$ cat src/hdl/eeu_ram.sv
module eeu_ram #(
    parameter int WIDTH = 8,
    parameter int DEPTH = 64
) (
    input  logic                     i_clk,
    input  logic                     i_we,
    input  logic [$clog2(DEPTH)-1:0] i_waddr,
    input  logic [WIDTH-1:0]         i_wdata,
    input  logic                     i_re,
    input  logic [$clog2(DEPTH)-1:0] i_raddr,
    output logic [WIDTH-1:0]         o_rdata
);

    logic [WIDTH-1:0] r_mem [DEPTH];
    logic [WIDTH-1:0] r_rdata;

    always_ff @(posedge i_clk) begin
        if (i_we) begin
            r_mem[i_waddr] <= i_wdata;
        end
        if (i_re) begin
            r_rdata <= r_mem[i_raddr];
        end
    end

    assign o_rdata = r_rdata;

endmodule

$ cat config.mk
export PLATFORM = sky130hd
export DESIGN_NAME = eeu_ram
export DESIGN_NICKNAME = d
export VERILOG_FILES = /design/src/hdl/eeu_ram.sv
export SDC_FILE = /design/constraint.sdc
export NUM_CORES = 1
export LEC_CHECK = 0
export ABC_CLOCK_PERIOD_IN_PS = 2020
export BUFFER_PORTS_ARGS = -buffer_cell sky130_fd_sc_hd__buf_4
export CAP_MARGIN = 20
export CORE_MARGIN = 3
export CORE_UTILIZATION = 54
export DETAILED_ROUTE_END_ITERATION = 8
export PLACE_DENSITY_LB_ADDON = 0.2
export RECOVER_POWER = 50
export SLEW_MARGIN = 20
export SYNTH_ARGS = -nofsm -noshare
export SYNTH_HDL_FRONTEND = slang
export SYNTH_SLANG_ARGS = --single-unit
$ cat constraint.sdc
create_clock -name i_clk -period 2.02 [get_ports i_clk]
set_input_delay 0.202 -clock i_clk [delete_from_list [all_inputs] [get_ports i_clk]]
set_output_delay 0.202 -clock i_clk [all_outputs]
set_load 0.01 [all_outputs]
; Word-level counts from Yosys, hierarchy flattened
; Memories as Yosys holds them, arrays and structs flattened. A register that Yosys moved wholly into a read port is not among the register bits.
; Cells that the tools add are included.
[op_classes]
n_mux = 2
[ops]
columns = operator, count
row1 = $mux W1, 2
[totals]
mem_count = 1
ff_bits = 0
word_cells = 3
ramBits = 512
input_bits = 23
output_inout_bits = 8
[mem_list]
columns = memory, depth, width, rd, rd_ports_with_merged_regs, wr, line_no
row1 = r_mem, 64, 8, 1, 1, 1, 14  ; logic [WIDTH-1:0] r_mem [DEPTH];

; Depth between registers and ports, before layout
[depth]
depth_word = 2
depth_mapped = 9
ltp_nobuf = 5

; Least setup slack after synthesis
; Ideal clock, no wire load.
[synth_timing]
kind = in2reg
startpoint = input port i_raddr[1]
endpoint = register r_rdata[3], in the netlist o_rdata[3], read port of r_mem (data pin)
setup_ns = 0.266
path_stages = 7
arrival_time_ns = 1.742
path_slack_ns = 0.012
cell_sequence = buf_4 buf_2 buf_2 mux4_2 mux4_2 o21ai_1 o41ai_1
[synth_rtl]
columns = item, line_no
row1 = from (decl), 10  ; input logic [$clog2(DEPTH)-1:0] i_raddr,
row2 = to (decl), 15  ; logic [WIDTH-1:0] r_rdata;

==> metrics.log <==
INFO  metric setup.worst_path.start_class = flip-flop
INFO  metric grt_start_max_net_pins = 65
INFO  metric worst_path_largest_cell_delay = 0.48 ns
INFO  metric via_per_inst = 6.21
INFO  metric h_tree_levels = 2
INFO  metric route.detailed.drc = 0
INFO  metric core_area = 0.0368 mm²
INFO  metric post_synthesis_cell_type_with_the_largest_combined_area = edfxtp_1
INFO  metric skew = 0.0227 ns
INFO  metric layout_worst_path_cycle_share = 98.7%
INFO  metric grt_util_all_layers = 23.5%
INFO  metric yosysSeqAreaShare = 77.1%
INFO  metric syn-instance-count = 940
INFO  metric n_fill_cell = 2447
INFO  metric cts.sinks = 520
INFO  metric fin_total_pwr = 0.0229 W
INFO  metric multi_input_logic_area = 0.00442 mm²
INFO  metric required = 2.36 ns
INFO  metric end_kind = flip-flop
INFO  metric antenna_violating_nets_post_route = 0
INFO  metric half_perimeter_wire_length_of_the_detailed_placement_result = 28500 µm
INFO  metric first_pass_grt_wire_length = 66800 µm
INFO  metric cp_data_arrival_time = 2.33 ns
INFO  metric clk_latency = 0.59 ns
INFO  metric worstMarginPinSlew = 1.47 ns
INFO  metric initial_utilization = 55.0%
INFO  metric netlist_top_cells_area = edfxtp_1 (77%), mux4_2 (14%), nor2_1 (1.5%), mux2i_1 (1.1%), mux2_2 (0.72%)
INFO  metric register_area = 0.0156 mm²
INFO  metric finalWirelength = 45500 µm
INFO  metric floorplan.die_area = 0.0399 mm²
INFO  metric drt-initial-drc-count = 934
INFO  metric async_reset_ff_share = 0%
INFO  metric vdd_drop_max = 731 µV
INFO  metric setup_viol_count_final = 0
INFO  metric tritoncts = done
INFO  metric flow.area_growth_from_synthesis = 17.2%
INFO  metric result_of_the_run = finished, final reports clean
INFO  metric layout.core_utilization = 64.5%
INFO  metric layout_min_cycle_time = 1.99 ns
INFO  metric critical_path.max_fanout = 1
INFO  metric hp-class = in2reg
INFO  metric cap_viol_max_count = 0
INFO  metric final_max_slew_viol_count = 0
INFO  metric leakage = 7.71 nW
INFO  metric number_of_antenna_violations_at_the_first_check_in_global_routing = 0
INFO  metric placement_rows = 70
INFO  metric cts_made_buffers = 52
INFO  metric slew-limit-headroom = 2.33%
INFO  metric timing.setup.critical_path_class = reg2reg
INFO  metric clk_pin_slew = 0.06 ns
INFO  metric synth_top_flop_cell = edfxtp_1
INFO  metric synthDominantCellAreaShare = 77.1%
INFO  metric commonest_non_fill_non_tap_cell_in_the_layout = edfxtp_1
INFO  metric synth.net_count = 963
INFO  metric chain_of_cells_forming_the_critical_path = mux4_2, mux2_4, a221oi_4, buf_4, o2bb2ai_2
INFO  metric setup_slack = 0.0264 ns
INFO  metric post_cts.repair.setup_buffers = 0
INFO  metric ioPinCount = 31
INFO  metric clock_tree.buffer_depth = 3
INFO  metric unrepaired_setup_endpoints_after_global_routing = true
INFO  metric commonest_cells_after_routing_fill_and_taps_aside = edfxtp_1 (520), buf_4 (147), mux4_2 (126), nor2_1 (81), clkbuf_16 (53)
INFO  metric route.detailed.wl_per_inst = 28.0 µm
INFO  metric floorplan.die.width = 200 µm
INFO  metric grt_remaining_overflow = 0
INFO  metric fmax = 0.502 GHz
INFO  metric postSynthAreaPerCell = 21.5 µm²
INFO  metric port-buffer-count = 30
INFO  metric number_of_enable_flip_flop_cells_after_synthesis = 520
INFO  metric synth_warnings = 0
INFO  metric synth_area = 0.0202 mm²
INFO  metric dr_total_vias = 10100
INFO  metric cts_root_buf = clkbuf_16
INFO  metric synth.ff_latch_count = 520
INFO  metric post_synth_num_cell_types = 39
INFO  metric p_per_area = 967 mW/mm²
INFO  metric drive_gt1_share = 34.0%
INFO  metric timing.final.hold_violations = 0
INFO  metric die_h = 200 µm
INFO  metric final_net_count = 1136
INFO  metric first_global_vias = 10300
INFO  metric drtPass1Iterations = 5
INFO  metric detailedPlace.worstSlack = -0.672 ns
INFO  metric cpMaxStageDelayCell = mux4_2
INFO  metric gp_congestion = 0.847
[Yosys cell counts (all sizes together), types with 2 or more instances]
cell type	instances
nor2	83
nand3b	3
mux2	13
edfxtp	520
a211oi	4
o2111ai	3
a221oi	6
nand3	13
o21a	2
nand4	2
buf	34
a2111oi	2
nand2b	7
nor4	2
a21oi	3
o221a	2
o41ai	2
a22oi	3
mux4	126
o22ai	8
o21ai	4
nand2	19
nor2b	14
mux2i	23
o221ai	8
o2bb2ai	3
o32ai	2
nor3	7
clkbuf	17
[layer usage]
| metal | wire, µm | track usage, % | vias to the layer above | part of all wire, % |
|---|---|---|---|---|
| met4 | 1090 | 7.26 | 0 | 2.4 |
| met3 | 3930 | 5.63 | 67 | 8.6 |
| met5 | 0 | 0 | - | 0 |
| li1 | - | - | 4292 | - |
| met2 | 22200 | 37.0 | 436 | 49 |
| met1 | 18200 | 33.3 | 5291 | 40 |
[through the flow]
stage / hold slack [ns] / setup TNS (ns) / std cells / instance area (µm²)
after global routing: 0.113 / -0.0165 / 1623 / 23700
after detailed placement: 0.560 / -3.43 / 1526 / 21900
after global placement: 0.555 / -3.15 / 1526 / 21900
final: 0.103 / 0 / 1624 / 23700
after CTS: 0.0769 / 0 / 1623 / 23700
after floorplan: 0.301 / 0 / 940 / 20200
[what timing repair did]
| item | 4_1_cts | 5_1_grt |
|---|---|---|
| resized for setup | 11 | 10 |
| pin swaps | 2 | 3 |
| endpoints found under the hold margin | 8 | 0 |
| hold buffers | 1 | 0 |
| endpoints found under the setup margin | 7 | 6 |
[cell type report]
class	count	area share [%]
Sequential cell	520	65.8
Timing Repair Buffer	170	5.81
Tap cell	468	2.47
Clock inverter	34	1.53
Multi-Input combinational cell	369	18.6
Antenna cell	1	0.0105
Clock buffer	62	5.73
[path summary, 6_finish.rpt]
check	startpoint	endpoint	slack, ns	cells past startpoint
min	i_waddr[2]	r_mem[53][7]$_DFFE_PP_	0.10	3
max reg2reg	r_mem[42][2]$_DFFE_PP_	o_rdata[2]$_DFFE_PP_	0.03	5
min reg2reg	r_mem[30][6]$_DFFE_PP_	o_rdata[6]$_DFFE_PP_	0.92	3
max	r_mem[42][2]$_DFFE_PP_	o_rdata[2]$_DFFE_PP_	0.03	5
[power breakdown]
| group | total, W | leakage, nW | internal, W | switching, W |
|---|---|---|---|---|
| logic | 0.00125 | 2.19 | 0.000524 | 0.000724 |
| registers | 0.0120 | 4.69 | 0.0120 | 0.0000381 |
| clock network | 0.00968 | 0.837 | 0.00580 | 0.00387 |
[state kept, by name, indices dropped and copies added (netlist names)]
name / cells
o_rdata: 8
r_mem: 512
[critical path: cells and delay by family, from the launching register on]
family                 cells  cell delay (ns)
AO/OA/AOI/OAI              2             0.39
buffers and inverters      1             0.18
flip-flops                 1             0.37
multiplexers               2             0.80
[kinds of logic (layout without fill, tap and decap cells)]
logic type / after synthesis / after routing / synth area share, %
flip-flops: 520 / 520 / 77.1
multiplexers: 162 / 162 / 15.9
AND/OR/NAND/NOR: 153 / 153 / 3.37
AO/OA/AOI/OAI: 54 / 54 / 2.06
buffers and inverters: 51 / 266 / 1.56
other: 0 / 1 / 0
No activity file was read; power rests on OpenSTA's default activity.
