## config.mk

```make
export PLATFORM = sky130hd
export DESIGN_NAME = eeu_alu
export DESIGN_NICKNAME = d
export VERILOG_FILES = /design/src/hdl/eeu_pkg.sv /design/src/hdl/eeu_alu.sv
export SDC_FILE = /design/constraint.sdc
export NUM_CORES = 1
export LEC_CHECK = 0
export BUFFER_PORTS_ARGS = -buffer_cell sky130_fd_sc_hd__buf_2
export CORE_ASPECT_RATIO = 0.5
export CORE_MARGIN = 2
export CORE_UTILIZATION = 50
export DETAILED_ROUTE_END_ITERATION = 10
export MAX_ROUTING_LAYER = met4
export PLACE_DENSITY = 0.76
export REMOVE_ABC_BUFFERS = 1
export SYNTH_ARGS = -nofsm -noshare
export SYNTH_HDL_FRONTEND = slang
export SYNTH_SLANG_ARGS = --single-unit
```

## constraint.sdc

```tcl
create_clock -name vclk -period 10
set_input_delay 1.5 -clock vclk [all_inputs]
set_output_delay 1.5 -clock vclk [all_outputs]
set_load 0.01 [all_outputs]
```

## src/hdl/eeu_pkg.sv

```systemverilog
package eeu_pkg;

    // Instruction opcodes, bits 15..12 of the instruction word.
    localparam logic [3:0] OP_ADD  = 4'd0;
    localparam logic [3:0] OP_SUB  = 4'd1;
    localparam logic [3:0] OP_MUL  = 4'd2;
    localparam logic [3:0] OP_LDI  = 4'd3;
    localparam logic [3:0] OP_BEQZ = 4'd4;
    localparam logic [3:0] OP_AND  = 4'd5;
    localparam logic [3:0] OP_OR   = 4'd6;
    localparam logic [3:0] OP_JR   = 4'd7;
    localparam logic [3:0] OP_SLC  = 4'd8;
    localparam logic [3:0] OP_SRC  = 4'd9;
    localparam logic [3:0] OP_LB   = 4'd10;
    localparam logic [3:0] OP_SB   = 4'd11;

    // Bit positions in the status flag field.
    localparam int FLAG_C = 4;
    localparam int FLAG_V = 3;
    localparam int FLAG_N = 2;
    localparam int FLAG_S = 1;
    localparam int FLAG_Z = 0;

    localparam int REG_COUNT  = 64;
    localparam int REG_IDX_W  = 6;
    localparam int DATA_W     = 8;
    localparam int PC_W       = 16;
    localparam int FLAGS_W    = 5;
    // Byte addresses reachable by LB and SB.
    localparam int MEM_SPAN   = 256;
    localparam int MEM_ADDR_W = 8;
    localparam int DATA_DEPTH = 2048;

    localparam logic [DATA_W-1:0] IMM_EXT_MASK = 8'b1100_0000;

    typedef struct packed {
        logic [3:0]           op;
        logic [REG_IDX_W-1:0] ra;
        logic [REG_IDX_W-1:0] rb;
        logic [PC_W-1:0]      addr;
    } t_instr;

    typedef struct packed {
        logic [PC_W-1:0]       next_pc;
        logic                  taken;
        logic [FLAGS_W-1:0]    flags;
        logic                  rw;
        logic [REG_IDX_W-1:0]  ridx;
        logic [DATA_W-1:0]     rval;
        logic                  mw;
        logic [MEM_ADDR_W-1:0] maddr;
        logic [DATA_W-1:0]     mval;
    } t_result;

endpackage

```

## src/hdl/eeu_alu.sv

```systemverilog
module eeu_alu (
    input  eeu_pkg::t_instr                   i_instr,
    input  logic [eeu_pkg::DATA_W-1:0]        i_a,
    input  logic [eeu_pkg::DATA_W-1:0]        i_b,
    input  logic [eeu_pkg::DATA_W-1:0]        i_load,
    output eeu_pkg::t_result                  o_res
);

    logic [eeu_pkg::DATA_W-1:0]   imm8;
    logic [eeu_pkg::DATA_W:0]     sum9;
    logic [eeu_pkg::DATA_W:0]     diff9;
    logic [2*eeu_pkg::DATA_W-1:0] prod;
    logic [2*eeu_pkg::DATA_W-1:0] rot_l;
    logic [2*eeu_pkg::DATA_W-1:0] rot_r;
    logic [eeu_pkg::PC_W-1:0]     pc_inc;
    logic [eeu_pkg::DATA_W-1:0]   r;
    logic                         nz_en;
    logic                         v;

    assign imm8   = i_instr.rb[5] ? ({2'b00, i_instr.rb} | eeu_pkg::IMM_EXT_MASK)
                                  : {2'b00, i_instr.rb};
    assign sum9   = {1'b0, i_a} + {1'b0, i_b};
    assign diff9  = {1'b0, i_a} - {1'b0, i_b};
    assign prod   = {8'd0, i_a} * {8'd0, i_b};
    assign rot_l  = {i_a, i_a} << i_instr.rb[2:0];
    assign rot_r  = {i_a, i_a} >> i_instr.rb[2:0];
    assign pc_inc = i_instr.addr + 16'd1;

    always_comb begin
        o_res         = '0;
        o_res.next_pc = pc_inc;
        r             = '0;
        nz_en         = 1'b0;
        v             = 1'b0;
        case (i_instr.op)
            eeu_pkg::OP_ADD: begin
                r     = sum9[7:0];
                nz_en = 1'b1;
                v     = sum9[8] ^ sum9[7] ^ i_a[7] ^ i_b[7];
                o_res.rw                    = 1'b1;
                o_res.flags[eeu_pkg::FLAG_C] = sum9[8];
                o_res.flags[eeu_pkg::FLAG_V] = v;
                o_res.flags[eeu_pkg::FLAG_S] = sum9[7] ^ v;
            end
            eeu_pkg::OP_SUB: begin
                r     = diff9[7:0];
                nz_en = 1'b1;
                v     = diff9[8] ^ diff9[7] ^ i_a[7] ^ i_b[7];
                o_res.rw                    = 1'b1;
                o_res.flags[eeu_pkg::FLAG_V] = v;
                o_res.flags[eeu_pkg::FLAG_S] = diff9[7] ^ v;
            end
            eeu_pkg::OP_MUL: begin
                r        = prod[7:0];
                nz_en    = 1'b1;
                o_res.rw = 1'b1;
            end
            eeu_pkg::OP_LDI: begin
                r        = imm8;
                o_res.rw = 1'b1;
            end
            eeu_pkg::OP_BEQZ: begin
                if (i_a == 8'd0) begin
                    o_res.next_pc = pc_inc + {{8{imm8[7]}}, imm8};
                    o_res.taken   = 1'b1;
                end
            end
            eeu_pkg::OP_AND: begin
                r        = i_a & i_b;
                nz_en    = 1'b1;
                o_res.rw = 1'b1;
            end
            eeu_pkg::OP_OR: begin
                r        = i_a | i_b;
                nz_en    = 1'b1;
                o_res.rw = 1'b1;
            end
            eeu_pkg::OP_JR: begin
                o_res.next_pc = {i_a, i_b};
                o_res.taken   = 1'b1;
            end
            eeu_pkg::OP_SLC: begin
                r        = rot_l[15:8];
                nz_en    = 1'b1;
                o_res.rw = 1'b1;
            end
            eeu_pkg::OP_SRC: begin
                r        = rot_r[7:0];
                nz_en    = 1'b1;
                o_res.rw = 1'b1;
            end
            eeu_pkg::OP_LB: begin
                r           = i_load;
                o_res.rw    = 1'b1;
                o_res.maddr = imm8;
            end
            eeu_pkg::OP_SB: begin
                o_res.mw    = 1'b1;
                o_res.maddr = imm8;
                o_res.mval  = i_a;
            end
            default: begin
            end
        endcase
        if (nz_en) begin
            o_res.flags[eeu_pkg::FLAG_N] = r[7];
            o_res.flags[eeu_pkg::FLAG_Z] = (r == 8'd0);
        end
        if (o_res.rw) begin
            o_res.ridx = i_instr.ra;
            o_res.rval = r;
        end
    end

endmodule
```

Word level (Yosys, flattened, before mapping)
Index checks and enable logic that the tools add are counted.
{ "word_totals": {"output_inout_bits": 54, "register_bits": 0, "word_cells": 49, "in_bits": 56} }
{ "classes": {"eq_ne": 11, "shift": 2, "muxes": 15, "multipliers": 1, "bitwise_logic": 10, "reduce_logical": 6, "n_addsub": 4} }
{ "ops": {"columns": ["op", "n"], "rows": [
  ["8-bit case mux with 9 select lines", 1],
  ["17-bit case mux with 2 select lines", 1],
  ["8-bit 2-to-1 mux", 3],
  ["17-bit 2-to-1 mux", 1],
  ["16-bit by 1-bit adder with 16-bit output (second input constant)", 1],
  ["16-bit adder", 1],
  ["4-bit by 3-bit equality test with 1-bit output (second input constant)", 4],
  ["4-bit equality test (second input constant)", 4],
  ["8-bit logical NOT", 2],
  ["16-bit by 3-bit left shift with 16-bit output", 1],
  ["16-bit by 3-bit right shift with 8-bit output", 1],
  ["14-bit 2-to-1 mux", 1],
  ["8-bit by 8-bit adder with 9-bit output", 1],
  ["9-bit OR reduction", 1],
  ["8-bit by 8-bit subtractor with 9-bit output", 1],
  ["8-bit AND", 1],
  ["4-bit by 2-bit equality test with 1-bit output (second input constant)", 2],
  ["8-bit by 8-bit multiplier with 8-bit output", 1],
  ["8-bit OR", 1],
  ["1-bit XOR", 8],
  ["7-bit OR reduction", 1],
  ["1-bit 2-to-1 mux", 6],
  ["4-bit by 1-bit equality test with 1-bit output (second input constant)", 1],
  ["4-bit logical NOT", 1],
  ["2 further kinds", 3]
]} }

Longest topological paths before layout
{ "logic_depth": {"depth_word": 6, "ltp_mapped": 19, "ltp_nobuf": 18} }

Least setup slack after synthesis
Ideal clock, no wire load.
{ "synth_path": {"path_type": "input-to-output", "from": "input i_a[0] (netlist name)", "to": "output o_res[32] (netlist name)", "t_arrival_ns": 5.414, "setup_slack_ns": 3.086, "path_stages": 15, "path_buffers": 1, "required_time_ns": 8.500, "path_cell_list": "clkbuf_1 clkinv_1 nor2_1 ha_1 fa_1 ha_1 inv_1 fa_1 fa_1 mux2i_1 a22oi_1 o21ai_0 or4_1 nor4_2 and4_1"} }
{ "synth_rtl": {"columns": ["element", "line", "source"], "rows": [
  ["start: declaration", "eeu_alu.sv:3", "input logic [eeu_pkg::DATA_W-1:0] i_a,"],
  ["end: declaration", "eeu_alu.sv:6", "output eeu_pkg::t_result o_res"]
]} }

==> metrics.txt <==
relative max-transition margin 13.2%; sequential area share after synthesis 0%; DRC 0; min-delay src i_instr[27]; Post-Route WL around 15 mm; first-pass GRT wire length ~23 mm; post-synthesis average cell area between 7 and 8 um2; Post-Synth Adder-Cell Area a little under a quarter; Core Rows 23; hold depth 3; final hold violations 0; Endpoint, Worst Hold o_res[30]; Layout area overhead 12.1%; Arr. time, crit path 5.89 ns; commonest non-fill, non-tap cell in the layout buf_2; Routed WL per cell around 19 um; vias in the first global route about 4,500; simple-gate share of the synthesized area a little under a quarter; # setup viols final 0; Synth Area in Compound Gates approximately 25%; DR vias/cell between 6 and 7; Syn Inst Count between 600 and 700; Unique masters post-synth slightly below 60; kind of critical path input port to primary output; post-CTS setup buffers 0; fin crit share between 70% and 80%; highest-count cells in the layout ignoring fill and taps 110 x buf_2, 76 x nor2_1, 58 x inv_1; hold_buf cts 0; drt first pass iters 5; antenna violations before repair 0; Slew @ Worst Pin around 1.3 ns; setup TNS 0 ns; total grt overflow 0; Die Y approximately 70 um; largest family of logic cells by synthesized area compound AO/OA/AOI/OAI gates; Slew Viols, Final 0; maximum fanout along the worst path 13; DP Cell Count about 800; XOR/XNOR share of the synthesized area approximately a tenth; Total Power 0.322 mW; Worst setup SP type input port; RSZ-0062 raised after global routing no; post-CTS sizing 0; GPL Wtd Cong roughly 0.98; Synth Cell Area ~0.0043 mm2; Setup WS pre-CTS 2.69 ns; placed wire-length estimate 12.0 mm; share of cells above drive strength 1 around 19%; Initial Utilization between 50% and 60%; GRT Overall Usage about a third; PwrDens ~66 mW/mm2; Crit. End Element primary output; total vias in the final route just under 5,000; die area between 0.009 and 0.01 mm2; # clk buffers 0; min-delay worst type input port to primary output; post-route insts no fill about 800; Tmin final roughly 7.4 ns; post-synthesis mux area share 10.4%; leakage 2.38 nW; Die X roughly 140 um; Max VDD drop 32.9 uV; sequential cells 0; status complete, no violations; CP required about 8.5 ns; max cap viols 0; nets slightly above 800; Yosys warnings 0; IO Pins between 100 and 150; # port buffers 110; Final Worst Setup Slack 2.61 ns; core area 0.00820 mm2; Routed Antenna Nets 0; Finished Core Util 59.1%; fmax roughly 140 MHz; pin count of the biggest net entering global routing 28; Seq. cell area 0 um2; antenna cells 0; initial DRC count 601
==> synthesized netlist by cell type (5+ instances only) <==
master | n | share of area (%)
a211o_1 | 6 | 1.2
a211oi_1 | 10 | 1.7
a21o_1 | 12 | 2.1
a21oi_1 | 39 | 4.5
a22oi_1 | 17 | 3.0
and2_1 | 11 | 1.6
and3_1 | 8 | 1.2
clkbuf_1 | 21 | 1.8
fa_1 | 15 | 7.0
ha_1 | 56 | 16
inv_1 | 58 | 5.0
mux2i_1 | 18 | 4.2
mux4_2 | 11 | 5.7
nand2_1 | 42 | 3.7
nand2b_1 | 11 | 1.6
nand3_1 | 8 | 0.93
nor2_1 | 76 | 6.6
nor2b_1 | 8 | 1.2
nor3_1 | 20 | 2.3
o21ai_0 | 27 | 3.1
o21bai_1 | 5 | 0.87
o22ai_1 | 5 | 0.72
xnor2_1 | 35 | 7.1
xor2_1 | 13 | 2.6
==> worst max-delay path by stage <==
stage	startpoint	to	slack, ns	cells past startpoint
floorplan	i_a[0]	o_res[32]	3.42	14
global placement	i_a[1]	o_res[32]	2.79	16
detailed placement	i_a[1]	o_res[32]	2.69	16
CTS	i_a[1]	o_res[32]	2.67	16
global route	i_a[1]	o_res[32]	2.38	18
finish	i_a[1]	o_res[32]	2.61	16
==> critical path: stages <==
cell and delay [ns]:
buf_2 0.28, clkinv_1 0.36, nor2_1 0.19, ha_1 0.20
fa_1 0.39, ha_1 0.30, inv_1 0.06, fa_1 0.53
fa_1 0.55, mux2i_1 0.08, a22oi_1 0.15, o21ai_0 0.08
or4_1 0.54, nor4_2 0.30, and4_1 0.25, buf_2 0.14
==> layout make-up <==
type	count	area [um2]
fill	806	3360
inverter	62	233
multi-input combinational	512	3910
timing repair buffer	111	558
tap	112	140
==> through the flow <==
step	area, um2	hold WS [ns]
floorplan	4150	3.12
global route	4840	3.30
finish	4840	3.28
CTS	4840	3.29
global placement	4840	3.28
detailed placement	4840	3.29
==> report_power, final <==
group	switching (mW)	internal [mW]
logic	0.190	0.132
clock network	0	0
registers	0	0
==> metal layers <==
| metal | global-route usage (%) | routed length, um | share of wire [%] | vias to the layer above |
|---|---|---|---|---|
| li1 | - | - | - | 2314 |
| met1 | 44.4 | 6620 | 45 | 2237 |
| met2 | 46.4 | 6170 | 42 | 273 |
| met3 | 7.97 | 1830 | 12 | 17 |
| met4 | 3.94 | 154 | 1.0 | 0 |
| met5 | - | 0 | 0 | - |
==> logic make-up (layout without fill, tap and decap cells) <==
group,after synthesis,in the layout
XOR/XNOR,48,48
multiplexers,31,31
AND/OR/NAND/NOR,205,205
buffers and inverters,95,173
adder cells (fa/ha/maj),71,71
AO/OA/AOI/OAI,157,157
No activity file was read; power rests on OpenSTA's default activity.
